==> src/rtl/core/ebcd_pkg.sv <==
// Types and constants of the eMMC boot command detector.
package ebcd_pkg;

  localparam int unsigned WORD_W = 32;
  localparam int unsigned SHIFT_W = 5;

  localparam logic [WORD_W-1:0] IDLE_WORD = 32'hffff_ffff;

  localparam logic [WORD_W-1:0] GO_IDLE_A = 32'h4000_0000;
  localparam logic [WORD_W-1:0] GO_IDLE_B = 32'h0095_ffff;
  localparam logic [WORD_W-1:0] PRE_IDLE_A = 32'h40f0_f0f0;
  localparam logic [WORD_W-1:0] PRE_IDLE_B = 32'hf0fd_ffff;
  localparam logic [WORD_W-1:0] BOOT_INIT_A = 32'h40ff_ffff;
  localparam logic [WORD_W-1:0] BOOT_INIT_B = 32'hfae5_ffff;

  typedef enum logic [1:0] {
    CMD_GO_IDLE     = 2'd0,
    CMD_GO_PRE_IDLE = 2'd1,
    CMD_BOOT_INIT   = 2'd2,
    CMD_UNKNOWN     = 2'd3
  } cmd_code_t;

  typedef struct packed {
    cmd_code_t command_code;
    logic      start_transfer;
    logic      stop_transfer;
    logic      transmitting;
  } result_t;

endpackage

==> src/rtl/core/ebcd_in_if.sv <==
// Input channel carrying one sampled CMD line word per beat.
interface ebcd_in_if;
  import ebcd_pkg::*;

  logic              valid;
  logic              ready;
  logic [WORD_W-1:0] rx_word;

  modport source (output valid, output rx_word, input ready);
  modport sink (input valid, input rx_word, output ready);
endinterface

==> src/rtl/core/ebcd_out_if.sv <==
// Output channel carrying one detected command result per beat.
interface ebcd_out_if;
  import ebcd_pkg::*;

  logic      valid;
  logic      ready;
  cmd_code_t command_code;
  logic      start_transfer;
  logic      stop_transfer;
  logic      transmitting;

  modport source (output valid, output command_code, output start_transfer,
                  output stop_transfer, output transmitting, input ready);
  modport sink (input valid, input command_code, input start_transfer,
                input stop_transfer, input transmitting, output ready);
endinterface

==> src/rtl/core/emmc_boot_command_detector_unit.sv <==
// Top level of the eMMC boot command detector.
// A result appears in the cycle after the beat of the idle word that ends a command.
// Throughput: one input beat per cycle unless the output stalls; the history shift and the
// single result register set that figure, and a new word is taken while a result waits
// if it is taken. Reset: synchronous; the word history returns to idle, the transmit flag
// and the output valid clear.
module emmc_boot_command_detector_unit (
  input logic clk,
  input logic rst,
  ebcd_in_if.sink    rx,
  ebcd_out_if.source cmd
);
  import ebcd_pkg::*;

  logic [WORD_W-1:0]    word_history [3];
  logic                 sending;
  logic                 sending_next;
  logic                 out_valid;
  result_t              out_data;
  result_t              result_next;

  logic                 accept;
  logic                 detect;
  logic [WORD_W-1:0]    f0;
  logic [WORD_W-1:0]    f1;
  logic [WORD_W-1:0]    f2;
  logic [SHIFT_W-1:0]   sh;
  logic [3*WORD_W-1:0]  shifted;
  logic [WORD_W-1:0]    a;
  logic [WORD_W-1:0]    b;
  cmd_code_t            code;

  assign rx.ready = !out_valid || cmd.ready;
  assign accept = rx.valid && rx.ready;
  assign detect = (rx.rx_word == IDLE_WORD) && (word_history[2] != IDLE_WORD);

  always_comb begin
    if (word_history[0] == IDLE_WORD) begin
      f0 = word_history[1];
      f1 = word_history[2];
      f2 = rx.rx_word;
    end else begin
      f0 = word_history[0];
      f1 = word_history[1];
      f2 = word_history[2];
    end
  end

  // The highest zero bit of the first word marks the start bit.
  always_comb begin
    sh = '0;
    for (int i = 0; i < WORD_W; i++) begin
      if (!f0[i]) begin
        sh = SHIFT_W'(WORD_W - 1 - i);
      end
    end
  end

  assign shifted = {f0, f1, f2} << sh;
  assign a = shifted[3*WORD_W-1:2*WORD_W];
  assign b = shifted[2*WORD_W-1:WORD_W];

  always_comb begin
    priority if (f0 == IDLE_WORD) begin
      code = CMD_UNKNOWN;
    end else if (a == GO_IDLE_A && b == GO_IDLE_B) begin
      code = CMD_GO_IDLE;
    end else if (a == PRE_IDLE_A && b == PRE_IDLE_B) begin
      code = CMD_GO_PRE_IDLE;
    end else if (a == BOOT_INIT_A && b == BOOT_INIT_B) begin
      code = CMD_BOOT_INIT;
    end else begin
      code = CMD_UNKNOWN;
    end
  end

  always_comb begin
    sending_next = sending;
    result_next.command_code = code;
    result_next.start_transfer = 1'b0;
    result_next.stop_transfer = 1'b0;
    if (!sending) begin
      if (code == CMD_BOOT_INIT) begin
        sending_next = 1'b1;
        result_next.start_transfer = 1'b1;
      end
    end else if (code == CMD_GO_IDLE || code == CMD_GO_PRE_IDLE) begin
      sending_next = 1'b0;
      result_next.stop_transfer = 1'b1;
    end
    result_next.transmitting = sending_next;
  end

  always_ff @(posedge clk) begin
    if (rst) begin
      word_history[0] <= IDLE_WORD;
      word_history[1] <= IDLE_WORD;
      word_history[2] <= IDLE_WORD;
      sending <= 1'b0;
      out_valid <= 1'b0;
    end else begin
      if (accept) begin
        word_history[0] <= word_history[1];
        word_history[1] <= word_history[2];
        word_history[2] <= rx.rx_word;
        if (detect) begin
          sending <= sending_next;
        end
      end
      if (accept && detect) begin
        out_valid <= 1'b1;
      end else if (cmd.ready) begin
        out_valid <= 1'b0;
      end
    end
  end

  always_ff @(posedge clk) begin
    if (accept && detect) begin
      out_data <= result_next;
    end
  end

  assign cmd.valid = out_valid;
  assign cmd.command_code = out_data.command_code;
  assign cmd.start_transfer = out_data.start_transfer;
  assign cmd.stop_transfer = out_data.stop_transfer;
  assign cmd.transmitting = out_data.transmitting;

endmodule

==> src/flat_wrapper.sv <==
// flat-port wrapper written by rule: the top's interface ports become plain ports
module emmc_boot_command_detector_unit_flat import ebcd_pkg::*;
  (clk, rst, rx_valid, rx_rx_word, rx_ready, cmd_valid, cmd_command_code, cmd_start_transfer, cmd_stop_transfer, cmd_transmitting, cmd_ready);
  ebcd_in_if rx_i ();
  ebcd_out_if cmd_i ();
  input logic clk;
  input logic rst;
  input wire logic [$bits(rx_i.valid)-1:0] rx_valid;
  input wire logic [$bits(rx_i.rx_word)-1:0] rx_rx_word;
  output wire logic [$bits(rx_i.ready)-1:0] rx_ready;
  output wire logic [$bits(cmd_i.valid)-1:0] cmd_valid;
  output wire logic [$bits(cmd_i.command_code)-1:0] cmd_command_code;
  output wire logic [$bits(cmd_i.start_transfer)-1:0] cmd_start_transfer;
  output wire logic [$bits(cmd_i.stop_transfer)-1:0] cmd_stop_transfer;
  output wire logic [$bits(cmd_i.transmitting)-1:0] cmd_transmitting;
  input wire logic [$bits(cmd_i.ready)-1:0] cmd_ready;
  assign rx_i.valid = rx_valid;
  assign rx_i.rx_word = rx_rx_word;
  assign rx_ready = rx_i.ready;
  assign cmd_valid = cmd_i.valid;
  assign cmd_command_code = cmd_i.command_code;
  assign cmd_start_transfer = cmd_i.start_transfer;
  assign cmd_stop_transfer = cmd_i.stop_transfer;
  assign cmd_transmitting = cmd_i.transmitting;
  assign cmd_i.ready = cmd_ready;
  emmc_boot_command_detector_unit u_core (.clk(clk), .rst(rst), .rx(rx_i), .cmd(cmd_i));
endmodule
==> config.mk <==
export PLATFORM = sky130hd
export DESIGN_NAME = emmc_boot_command_detector_unit_flat
export DESIGN_NICKNAME = d
export VERILOG_FILES = /design/src/rtl/core/ebcd_pkg.sv /design/src/rtl/core/ebcd_in_if.sv /design/src/rtl/core/ebcd_out_if.sv /design/src/rtl/core/emmc_boot_command_detector_unit.sv /design/src/flat_wrapper.sv
export SDC_FILE = /design/constraint.sdc
export NUM_CORES = 1
export LEC_CHECK = 0
export ABC_AREA = 1
export BUFFER_PORTS_ARGS = -buffer_cell sky130_fd_sc_hd__buf_2
export CAP_MARGIN = 10
export CORE_MARGIN = 2
export CORE_UTILIZATION = 42
export CTS_CLUSTER_SIZE = 10
export DETAILED_ROUTE_END_ITERATION = 7
export SLEW_MARGIN = 20
export SYNTH_ARGS = -nofsm -noshare
export SYNTH_HDL_FRONTEND = slang
export SYNTH_SLANG_ARGS = --single-unit
==> constraint.sdc <==
create_clock -name clk -period 10 [get_ports clk]
set_clock_uncertainty 0.2 [all_clocks]
set_input_delay 2 -clock clk [delete_from_list [all_inputs] [get_ports clk]]
set_output_delay 2 -clock clk [all_outputs]
set_load 0.03 [all_outputs]
==> results of run 1 <==
-- cells by family after synthesis --
kind of cell / count (synthesis)
simple gates: 1567
flops: 103
compound gates: 113
buf+inv: 326
-- state kept, by name (all words and copies together) (netlist names) --
| signal | flops |
|---|---|
| u_core.cmd.transmitting | 1 |
| u_core.cmd.start_transfer | 1 |
| u_core.cmd.command_code | 2 |
| u_core.sending | 1 |
| u_core.cmd.stop_transfer | 1 |
| u_core.word_history | 96 |
| u_core.cmd.valid | 1 |
-- cell type report --
type	count	share of cell area
Clock buffer	9	0.01817
Clock inverter	7	0.005450
Inverter	202	0.06116
Multi-Input combinational cell	1680	0.6014
Sequential cell	103	0.2479
Tap cell	378	0.03815
Timing Repair Buffer	60	0.02785
-- cells in the mapped netlist, types with 3 or more instances --
master and n:
nand2_1 737, nand3_1 622, inv_1 188, nor2_1 137
edfxtp_1 101, clkbuf_1 59, o21ai_0 52, a21oi_1 45
buf_1 37, nand4_1 31, buf_2 18, nor4_1 15
inv_2 13, o21ai_1 9, buf_6 8, nor2_2 7
nor3_1 7, and2_1 3, nand2_2 3, nand3b_1 3
-- layer usage --
layer  routed length (um)  GRT usage  vias up  share of wire
met5                    0          0        -              0
met4                 2424     0.1566        0          0.053
met3                 3292    0.02922      122          0.072
met2                21280     0.5214      700           0.46
met1                18780     0.4124     6454           0.41
li1                     -          -     6875              -
-- through the flow --
stage          std cells  worst slack [ps]
3_5_place_dp        2423              3478
5_1_grt             2439              2692
2_1_floorplan       2109              4885
4_1_cts             2439              3433
3_3_place_gp        2423              3500
6_report            2439              3324
-- worst register-to-register path, delay by kind of cell (launching register included) --
family                 cells  cell delay (ps)
AND/OR/NAND/NOR           39             4790
buffers and inverters      2              630
AO/OA/AOI/OAI              1              500
flip-flops                 1              350
-- how the worst min path moves through the flow --
stage / endpoint / slack, ps / cells after the start
2_1_floorplan: u_core.word_history[0][0]$_SDFFCE_PN1P_ / 300 / 2
3_3_place_gp: u_core.cmd.valid$_SDFFE_PP0P_ / 290 / 2
3_5_place_dp: u_core.cmd.valid$_SDFFE_PP0P_ / 300 / 2
4_1_cts: u_core.cmd.valid$_SDFFE_PP0P_ / 320 / 2
5_1_grt: u_core.cmd.valid$_SDFFE_PP0P_ / 360 / 2
6_report: u_core.cmd.valid$_SDFFE_PP0P_ / 320 / 2
-- power breakdown --
| part | switching [mW] | internal, mW |
|---|---|---|
| combinational | 1.09 | 0.419 |
| sequential | 0.0178 | 0.495 |
| clock | 0.180 | 0.175 |
| total | 1.29 | 1.09 |
==> flow_summary_export.csv, run 1 <==
group,metric,value,unit
floorplanning,die_h,171.7,um
power,p_leak,6.217,nW
critical_path,crit_arrival,6590,ps
sta,worst_pin_slew,1133,ps
clock_tree,cts.path.max_buffers,2,
critical_path,r2r_end,"u_core.cmd.transmitting$_DFFE_PP_",
synthesis,ys_seq_area_frac,0.2601,
critical_path,cpMaxStageDelayCell,"nand2_4",
placed_design,post_dp_cell_area,12110,um^2
sta,fin_setup_tns,0,ps
cells_and_area,nNetsFinal,2092,
placed_design,place.gp.congestion,0.9412,
grt,grt_util_all_layers,0.3154,
floorplanning,fp.dieW,171.7,um
sta,setup_viol,0,
synthesis,yosysTopAreaCell,"nand3_1",
critical_path,critPathLaunchType,"register",
grt,grt_pass1_vias,13194,
clock_tree,cts_made_buffers,9,
synthesis,syn-num-nets,2145,
cells_and_area,drive_gt1_frac,0.05289,
critical_path,crit_family,"simple AND/OR/NAND/NOR gates",
critical_path,crit_fanout,106,
grt,antenna_found_initial,0,
critical_path,r2r_slack,3320,ps
cells_and_area,stdcell_area,12400,um^2
grt,grt_pass1_wl,72130,um
sta,timing.final.crit_share,0.6676,
placed_design,port_buffers,42,
floorplanning,rows,61,
cells_and_area,most-common-layout-cells,"nand2_1 (732), nand3_1 (622), inv_1 (187), nor2_1 (136), edfxtp_1 (101)",
floorplanning,dieArea,29480,um^2
detailed_routing,ant_nets,0,
cells_and_area,final_util,0.4475,
cells_and_area,final_common_cell,"nand2_1",
critical_path,cp.depth,42,
sta,max_freq,149.8,MHz
synthesis,synth_top_family_by_area,"simple AND/OR/NAND/NOR gates",
cells_and_area,areaGrowthSynthToFinish,4.957,%
floorplanning,initial_core_util,0.4264,
synthesis,synth.avg_cell_area,5.601,um^2
clock_tree,postCtsSetupBuffers,0,
power,ir_drop,0.2051,mV
synthesis,netlist-cell-type-count,29,
synthesis,synthXorXnorAreaFrac,0,
critical_path,cp.required,9920,ps
floorplanning,ios,43,
detailed_routing,wirelength,45780,um
detailed_routing,drc,0,
synthesis,synth_edf_count,101,
cells_and_area,seqCellArea,3073,um^2
synthesis,synth_area,11810,um^2
synthesis,synth_flop_cell,"edfxtp_1",
worst_hold_path,worstHoldStart,"u_core.cmd.valid$_SDFFE_PP0P_",
synthesis,synth-compound-area-share,0.04936,
sta,slew_headroom,0.2449,
sta,finalHoldViolations,0,
clock_tree,hold_buffers,0,
critical_path,rr_startpoint,"u_core.word_history[0][29]$_SDFFCE_PN1P_",
critical_path,crit_type,"reg -> reg",
detailed_routing,dr.pass1.iters,6,
clock_tree,clkTransAtPathRegs,80,ps
synthesis,netlist_instances,2109,
sta,rsz0062_at_grt,"no",
clock_tree,clk_latency,360,ps
synthesis,synthMuxAreaShare,0,
synthesis,synthSimpleGateAreaFrac,0.5793,
detailed_routing,dr_total_vias,14151,
critical_path,r2r_cells,42,
clock_tree,htreeDepth,3,
run,drv_cap,0,
synthesis,synth_top_cell_area_share,0.2635,
critical_path,slowest_delay,570,ps
sta,finalCriticalPeriod,6676,ps
synthesis,ys_ff_latch,103,
critical_path,crit_buf_inv,2,
floorplanning,core_area,27710,um^2
clock_tree,cts_tree,"yes",
placed_design,dpl.hpwl,34630,um
clock_tree,cts-root-buf,"clkbuf_16",
sta,finalHoldWorstSlack,315.2,ps
worst_hold_path,hp-class,"reg -> reg",
cells_and_area,nFillCells,3030,
run_status,status,"finished clean",
detailed_routing,routedWlPerCell,18.77,um
clock_tree,cts-resized-gates,0,
sta,slew_viol_final,0,
critical_path,crit_end,"u_core.cmd.transmitting$_DFFE_PP_",
power,power_density,191.8,nW/um^2
detailed_routing,drt_iter0_markers,2018,
power,finalPower,2.378,mW
grt,grt_max_degree,107,
synthesis,synth_adder_area_share,0,
detailed_routing,via_per_inst,5.802,
grt,grt.overflow.total,0,
cells_and_area,diodes,0,
synthesis,async_flop_share,0,
critical_path,crit_path_start,"u_core.word_history[0][29]$_SDFFCE_PN1P_",
synthesis,synth.area.top_cells,"nand3_1 (26%), edfxtp_1 (26%), nand2_1 (23%)",
clock_tree,clock_sinks,103,
critical_path,end_kind,"register",
critical_path,crit_top_cell,"nand2_1",
cells_and_area,multi_input_area,7456,um^2
synthesis,ys_warn_count,0,
Power figures use the tool's default switching activity.
==> run 2, diff against run 1 <==
--- a/config.mk
+++ b/config.mk
@@ -5,7 +5,7 @@
 export SDC_FILE = /design/constraint.sdc
 export NUM_CORES = 1
 export LEC_CHECK = 0
-export ABC_AREA = 1
+export ABC_AREA = 0
 export BUFFER_PORTS_ARGS = -buffer_cell sky130_fd_sc_hd__buf_2
 export CAP_MARGIN = 10
 export CORE_MARGIN = 2
==> constraint.sdc (replaced) <==
create_clock -name clk -period 6 [get_ports clk]
set_clock_uncertainty 0.2 [all_clocks]
set_input_delay 1.2 -clock clk [delete_from_list [all_inputs] [get_ports clk]]
set_output_delay 1.2 -clock clk [all_outputs]
set_load 0.03 [all_outputs]
==> flow_summary_export.csv, run 2 <==
group,metric,value,unit
synthesis,ys_ff_latch,103,
clock_tree,cts_made_buffers,9,
synthesis,ys_warn_count,0,
synthesis,synth_most_common_cell,"nand2_1",
cells_and_area,final_cell_count_no_fill,2296,
critical_path,cp.required,5930,ps
synthesis,synth_top_cell_area_share,0.2231,
clock_tree,clkTransAtPathRegs,80,ps
sta,slew_viol_final,0,
critical_path,crit_arrival,5900,ps
synthesis,async_flop_share,0,
floorplanning,die_h,183.9,um
critical_path,end_kind,"register",
placed_design,port_buffers,42,
critical_path,crit_end,"u_core.cmd.transmitting$_DFFE_PP_",
sta,setup_viol,0,
synthesis,synth.area.top_cells,"edfxtp_1 (22%), mux2i_1 (7.1%), o21ai_0 (4.8%)",
floorplanning,fp.dieW,183.9,um
synthesis,yosysTopAreaCell,"edfxtp_1",
detailed_routing,dr_total_vias,17331,
clock_tree,htreeDepth,3,
clock_tree,cts.path.max_buffers,2,
cells_and_area,nNetsFinal,1922,
critical_path,r2r_slack,30,ps
critical_path,r2r_end,"u_core.cmd.transmitting$_DFFE_PP_",
floorplanning,dieArea,33820,um^2
grt,antenna_found_initial,6,
detailed_routing,wirelength,79100,um
placed_design,placed_cells,2269,
floorplanning,rows,65,
critical_path,crit_type,"reg -> reg",
cells_and_area,most-common-layout-cells,"buf_4 (219), nand2_1 (157), o21ai_0 (128), nor2_1 (121), edfxtp_1 (101)",
sta,finalHoldViolations,0,
sta,max_freq,167.6,MHz
critical_path,critPathLaunchType,"register",
detailed_routing,dr.pass1.iters,7,
sta,fin_setup_tns,0,ps
clock_tree,hold_buffers,0,
sta,rsz0062_at_grt,"yes",
cells_and_area,nFillCells,3152,
cells_and_area,largest_register_ffs,96,
power,ir_drop,0.1367,mV
synthesis,syn-num-nets,1813,
cells_and_area,final_common_cell,"buf_4",
grt,grt_util_all_layers,0.4653,
synthesis,synth_common_cells,"nand2_1 (159), o21ai_0 (131), nor2_1 (124)",
power,p_leak,5.853,nW
clock_tree,cts-root-buf,"clkbuf_16",
placed_design,place.gp.congestion,1.066,
detailed_routing,drc,0,
placed_design,dpl.hpwl,59500,um
cells_and_area,areaGrowthSynthToFinish,16.19,%
synthesis,synth_edf_count,101,
detailed_routing,drt_iter0_markers,2717,
clock_tree,clock_sinks,103,
grt,grt_pass1_wl,114000,um
grt,grt_pass1_vias,16432,
cells_and_area,largest-register,"u_core.word_history",
run,drv_cap,0,
detailed_routing,routedWlPerCell,34.45,um
clock_tree,clk_latency,380,ps
synthesis,synth_area,13600,um^2
synthesis,synth_flop_cell,"edfxtp_1",
detailed_routing,via_per_inst,7.548,
grt,grt.overflow.total,0,
sta,finalHoldWorstSlack,360.8,ps
synthesis,netlist_instances,1777,
clock_tree,cts_tree,"yes",
sta,timing.final.crit_share,0.9945,
synthesis,synth.avg_cell_area,7.651,um^2
power,power_density,259.5,nW/um^2
cells_and_area,drive_gt1_frac,0.2110,
critical_path,rr_startpoint,"u_core.word_history[0][49]$_SDFFCE_PN1P_",
sta,slew_headroom,0.3599,
worst_hold_path,hp-class,"reg -> reg",
run_status,status,"finished clean",
detailed_routing,ant_nets,0,
critical_path,r2r_cells,14,
floorplanning,initial_core_util,0.4286,
critical_path,crit_fanout,9,
floorplanning,ios,43,
critical_path,crit_path_start,"u_core.word_history[0][49]$_SDFFCE_PN1P_",
synthesis,netlist-cell-type-count,99,
sta,worst_pin_slew,958.1,ps
floorplanning,core_area,31720,um^2
synthesis,ys_seq_area_frac,0.2260,
grt,grt_max_degree,87,
worst_hold_path,hold_depth,2,
sta,finalCriticalPeriod,5967,ps
[run 2: cell types whose count changed in the layout (fill, tap and decap cells not counted), moves of 93 or more]
cell     previous run  this run
or3_1               0        93
nand3_1           622        79
mux2i_1             0        94
inv_1             187        26
nand2_1           732       157
buf_4              18       219
[run 2: what timing repair did]
item | 4_1_cts | 5_1_grt
buffers inserted | 0 | 8
resized for setup | 0 | 20
endpoints found under the setup margin | 0 | 6
endpoints found under the hold margin | 0 | 0
[run 2: worst max-delay path, stage by stage, from the launching register on]
cell and delay [ps]:
edfxtp_1 780, nand2_1 170, a311o_1 470, buf_4 220, o211ai_1 330, nand3_2 300
a311o_1 560, o31ai_1 680, nand4_1 200, o32ai_1 320, nand3_1 140, a221o_1 370
or4_4 470, nor4b_4 410, a21oi_1 80
[run 2: worst min-delay path by stage]
stage                                        startpoint                                       to  slack, ps
after floorplan             u_core.sending$_SDFFE_PP0P_  u_core.cmd.start_transfer$_SDFFCE_PP0P_        290
after CTS                   u_core.sending$_SDFFE_PP0P_  u_core.cmd.start_transfer$_SDFFCE_PP0P_        360
after global routing        u_core.sending$_SDFFE_PP0P_  u_core.cmd.start_transfer$_SDFFCE_PP0P_        400
after detailed placement    u_core.sending$_SDFFE_PP0P_  u_core.cmd.start_transfer$_SDFFCE_PP0P_        330
after global placement    u_core.cmd.valid$_SDFFE_PP0P_            u_core.cmd.valid$_SDFFE_PP0P_        320
final                     u_core.cmd.valid$_SDFFE_PP0P_            u_core.cmd.valid$_SDFFE_PP0P_        360
[run 2: area by class of cell]
cell class / count / area [um^2] / area share
Tap cell: 402 / 503.0 / 0.03184
Antenna cell: 3 / 7.507 / 0.0004752
Inverter: 26 / 97.59 / 0.006178
Multi-Input combinational cell: 1474 / 9726 / 0.6157
Clock buffer: 9 / 225.2 / 0.01426
Clock inverter: 7 / 98.84 / 0.006257
Sequential cell: 103 / 3073 / 0.1945
Timing Repair Buffer: 272 / 2066 / 0.1308
[run 2: cell families after synthesis]
family | count (synthesis) | synth area share
flip-flops | 103 | 0.2260
AO/OA/AOI/OAI | 607 | 0.3133
multiplexers | 133 | 0.1031
AND/OR/NAND/NOR | 734 | 0.2893
buffers and inverters | 200 | 0.06838
[run 2: metrics by stage]
stage	power (mW)	util	worst slack [ps]	cell area, um^2
final	4.099	0.4980	33.14	15800
after global routing	4.235	0.4978	-27.60	15790
after CTS	3.933	0.4925	122.2	15620
after detailed placement	3.287	0.4823	131.0	15300
after global placement	3.291	0.4823	200.7	15300
after floorplan	2.334	-	885.5	13600
[run 2: routing by layer]
layer,track usage,vias to the layer above,part of all wire
li1,-,7292,-
met1,0.6025,8317,0.39
met2,0.6931,1383,0.42
met3,0.1149,329,0.12
met4,0.2915,10,0.075
met5,0,-,0.00075
[run 2: report_power, final]
| part | leakage, nW | internal (mW) | switching [mW] |
|---|---|---|---|
| logic | 4.82 | 0.896 | 1.63 |
| registers | 0.882 | 0.828 | 0.0953 |
| clock network | 0.154 | 0.337 | 0.312 |
==> run 3, diff against run 2 <==
--- a/config.mk
+++ b/config.mk
@@ -5,7 +5,7 @@
 export SDC_FILE = /design/constraint.sdc
 export NUM_CORES = 1
 export LEC_CHECK = 0
-export ABC_AREA = 0
+export ABC_AREA = 1
 export BUFFER_PORTS_ARGS = -buffer_cell sky130_fd_sc_hd__buf_2
 export CAP_MARGIN = 10
 export CORE_MARGIN = 2
==> flow_summary_export.csv, run 3 (synthesis gave the netlist of run 1 again) <==
group,metric,value,unit
clock_tree,cts_made_buffers,9,
sta,finalHoldWorstSlack,305.5,ps
grt,grt_util_all_layers,0.3183,
critical_path,crit_top_cell,"nand2_1",
sta,worst_pin_slew,1012,ps
critical_path,cpMaxStageDelayCell,"o21ai_0",
cells_and_area,nNetsFinal,2114,
grt,grt.overflow.total,0,
critical_path,r2r_end,"u_core.cmd.command_code[1]$_DFFE_PP_",
sta,setup_viol,0,
grt,antenna_found_initial,0,
power,ir_drop,0.1437,mV
critical_path,crit_arrival,5380,ps
clock_tree,postCtsSetupBuffers,0,
detailed_routing,dr.pass1.iters,8,
power,p_sw,2.230,mW
sta,slew_viol_final,0,
placed_design,port_buffers,42,
cells_and_area,nFillCells,3094,
sta,fin_setup_tns,0,ps
critical_path,cp.required,5930,ps
sta,max_freq,183.5,MHz
grt,grt_pass1_vias,12980,
critical_path,crit_type,"reg -> reg",
detailed_routing,via_per_inst,5.732,
cells_and_area,largest_register_ffs,96,
worst_hold_path,hp-class,"reg -> reg",
detailed_routing,wirelength,46810,um
clock_tree,clock_sinks,103,
sta,slew_headroom,0.3254,
placed_design,place.gp.congestion,0.9715,
floorplanning,fp.dieW,171.7,um
power,p_int,1.877,mW
floorplanning,ios,43,
critical_path,r2r_cells,46,
sta,timing.final.crit_share,0.9082,
critical_path,critPathLaunchType,"register",
cells_and_area,drive_gt1_frac,0.06721,
cells_and_area,largest-register,"u_core.word_history",
cells_and_area,final_util,0.4599,
sta,finalHoldViolations,0,
power,seq_power_share,0.208,
cells_and_area,final_common_cell,"nand2_1",
floorplanning,dieArea,29480,um^2
critical_path,end_kind,"register",
detailed_routing,drt_iter0_markers,1791,
cells_and_area,diodes,0,
floorplanning,core_area,27710,um^2
critical_path,crit_fanout,20,
critical_path,rr_startpoint,"u_core.word_history[0][30]$_SDFFCE_PN1P_",
cells_and_area,areaGrowthSynthToFinish,7.860,%
power,switching_share,0.5430,
sta,finalCriticalPeriod,5449,ps
critical_path,crit_end,"u_core.cmd.command_code[1]$_DFFE_PP_",
grt,grt_max_degree,104,
floorplanning,rows,61,
clock_tree,htreeDepth,3,
critical_path,crit_path_start,"u_core.word_history[0][30]$_SDFFCE_PN1P_",
clock_tree,cts.path.max_buffers,2,
floorplanning,die_h,171.7,um
detailed_routing,ant_nets,0,
cells_and_area,most-common-layout-cells,"nand2_1 (731), nand3_1 (621), inv_1 (188), nor2_1 (131), edfxtp_1 (101)",
critical_path,slowest_delay,460,ps
run_status,status,"finished clean",
power,comb_power_share,0.645,
power,power_density,322.3,nW/um^2
detailed_routing,drc,0,
clock_tree,cts-root-buf,"clkbuf_16",
clock_tree,cts_tree,"yes",
detailed_routing,dr_total_vias,14106,
power,p_leak,6.396,nW
critical_path,r2r_slack,550,ps
power,p_clk_frac,0.147,
grt,grt_pass1_wl,72240,um
run,drv_cap,0,
placed_design,dpl.hpwl,35710,um
clock_tree,clkTransAtPathRegs,80,ps
clock_tree,clk_latency,370,ps
detailed_routing,routedWlPerCell,19.02,um
floorplanning,initial_core_util,0.4264,
run 3: cell count changes in the layout (fill, tap and decap cells not counted), moves of 33 or more:
cell	previous run	this run
mux2i_1	94	0
or3_1	93	0
nand4_1	76	31
buf_4	219	29
nand3_1	79	621
a21oi_1	88	45
inv_1	26	188
o211ai_1	44	2
o21ai_0	128	51
a31oi_1	33	0
nand2_1	157	731
nor3_1	53	7
run 3: routing by layer:
metal  vias up  track usage  wire, um
li1       6932            -         -
met1      6479       0.4246     19990
met2       604       0.5265     21580
met3        91      0.02692      3178
met4         0       0.1400      2071
met5         -            0         0
run 3: cell type report:
class                      count  area [um^2]  area share
clock buffer                   9        225.2     0.01768
clock inverter                 7        66.31    0.005205
inverter                     202        759.5     0.05961
multi-input combinational   1681         7508      0.5893
sequential                   103         3073      0.2412
tap                          378        473.0     0.03712
timing repair buffer          81        635.6     0.04989
run 3: worst min path at each step:
stage	from	end	slack, ps	cells after the start
2_1_floorplan	u_core.word_history[0][32]$_SDFFCE_PN1P_	u_core.word_history[0][0]$_SDFFCE_PN1P_	300	2
5_1_grt	u_core.cmd.valid$_SDFFE_PP0P_	u_core.cmd.valid$_SDFFE_PP0P_	350	2
6_report	u_core.cmd.valid$_SDFFE_PP0P_	u_core.cmd.valid$_SDFFE_PP0P_	310	2
3_5_place_dp	u_core.cmd.valid$_SDFFE_PP0P_	u_core.cmd.valid$_SDFFE_PP0P_	310	2
4_1_cts	u_core.cmd.valid$_SDFFE_PP0P_	u_core.cmd.valid$_SDFFE_PP0P_	320	2
3_3_place_gp	u_core.cmd.valid$_SDFFE_PP0P_	u_core.cmd.valid$_SDFFE_PP0P_	300	2
run 3: worst max-delay path: cells and delay by family (launching register included):
family,cells,cell delay [ps]
buf+inv,3,430
flops,1,350
simple gates,42,3740
compound gates,1,460
run 3: through the flow:
stage	area (um^2)	instances	power (mW)	setup slack (ps)
3_3_place_gp	12320	2442	3.407	317.2
6_report	12740	2461	4.107	550.7
2_1_floorplan	11810	2109	2.709	1685
5_1_grt	12740	2461	4.426	-5.270
3_5_place_dp	12320	2442	3.404	448.9
4_1_cts	12610	2458	4.004	391.3
run 3: repair_timing:
| action | CTS | global route |
|---|---|---|
| hold buffers | 0 | 0 |
| resized for setup | 0 | 18 |
| setup endpoints to repair | 0 | 6 |
run 3: power groups by stage:
stage               clock network, mW  logic, mW  registers (mW)
finish                          0.603       2.65           0.854
global route                    0.631       2.94           0.856
CTS                             0.605       2.55           0.852
detailed placement                  0       2.54           0.869
global placement                    0       2.54           0.868
floorplan                           0       1.85           0.855
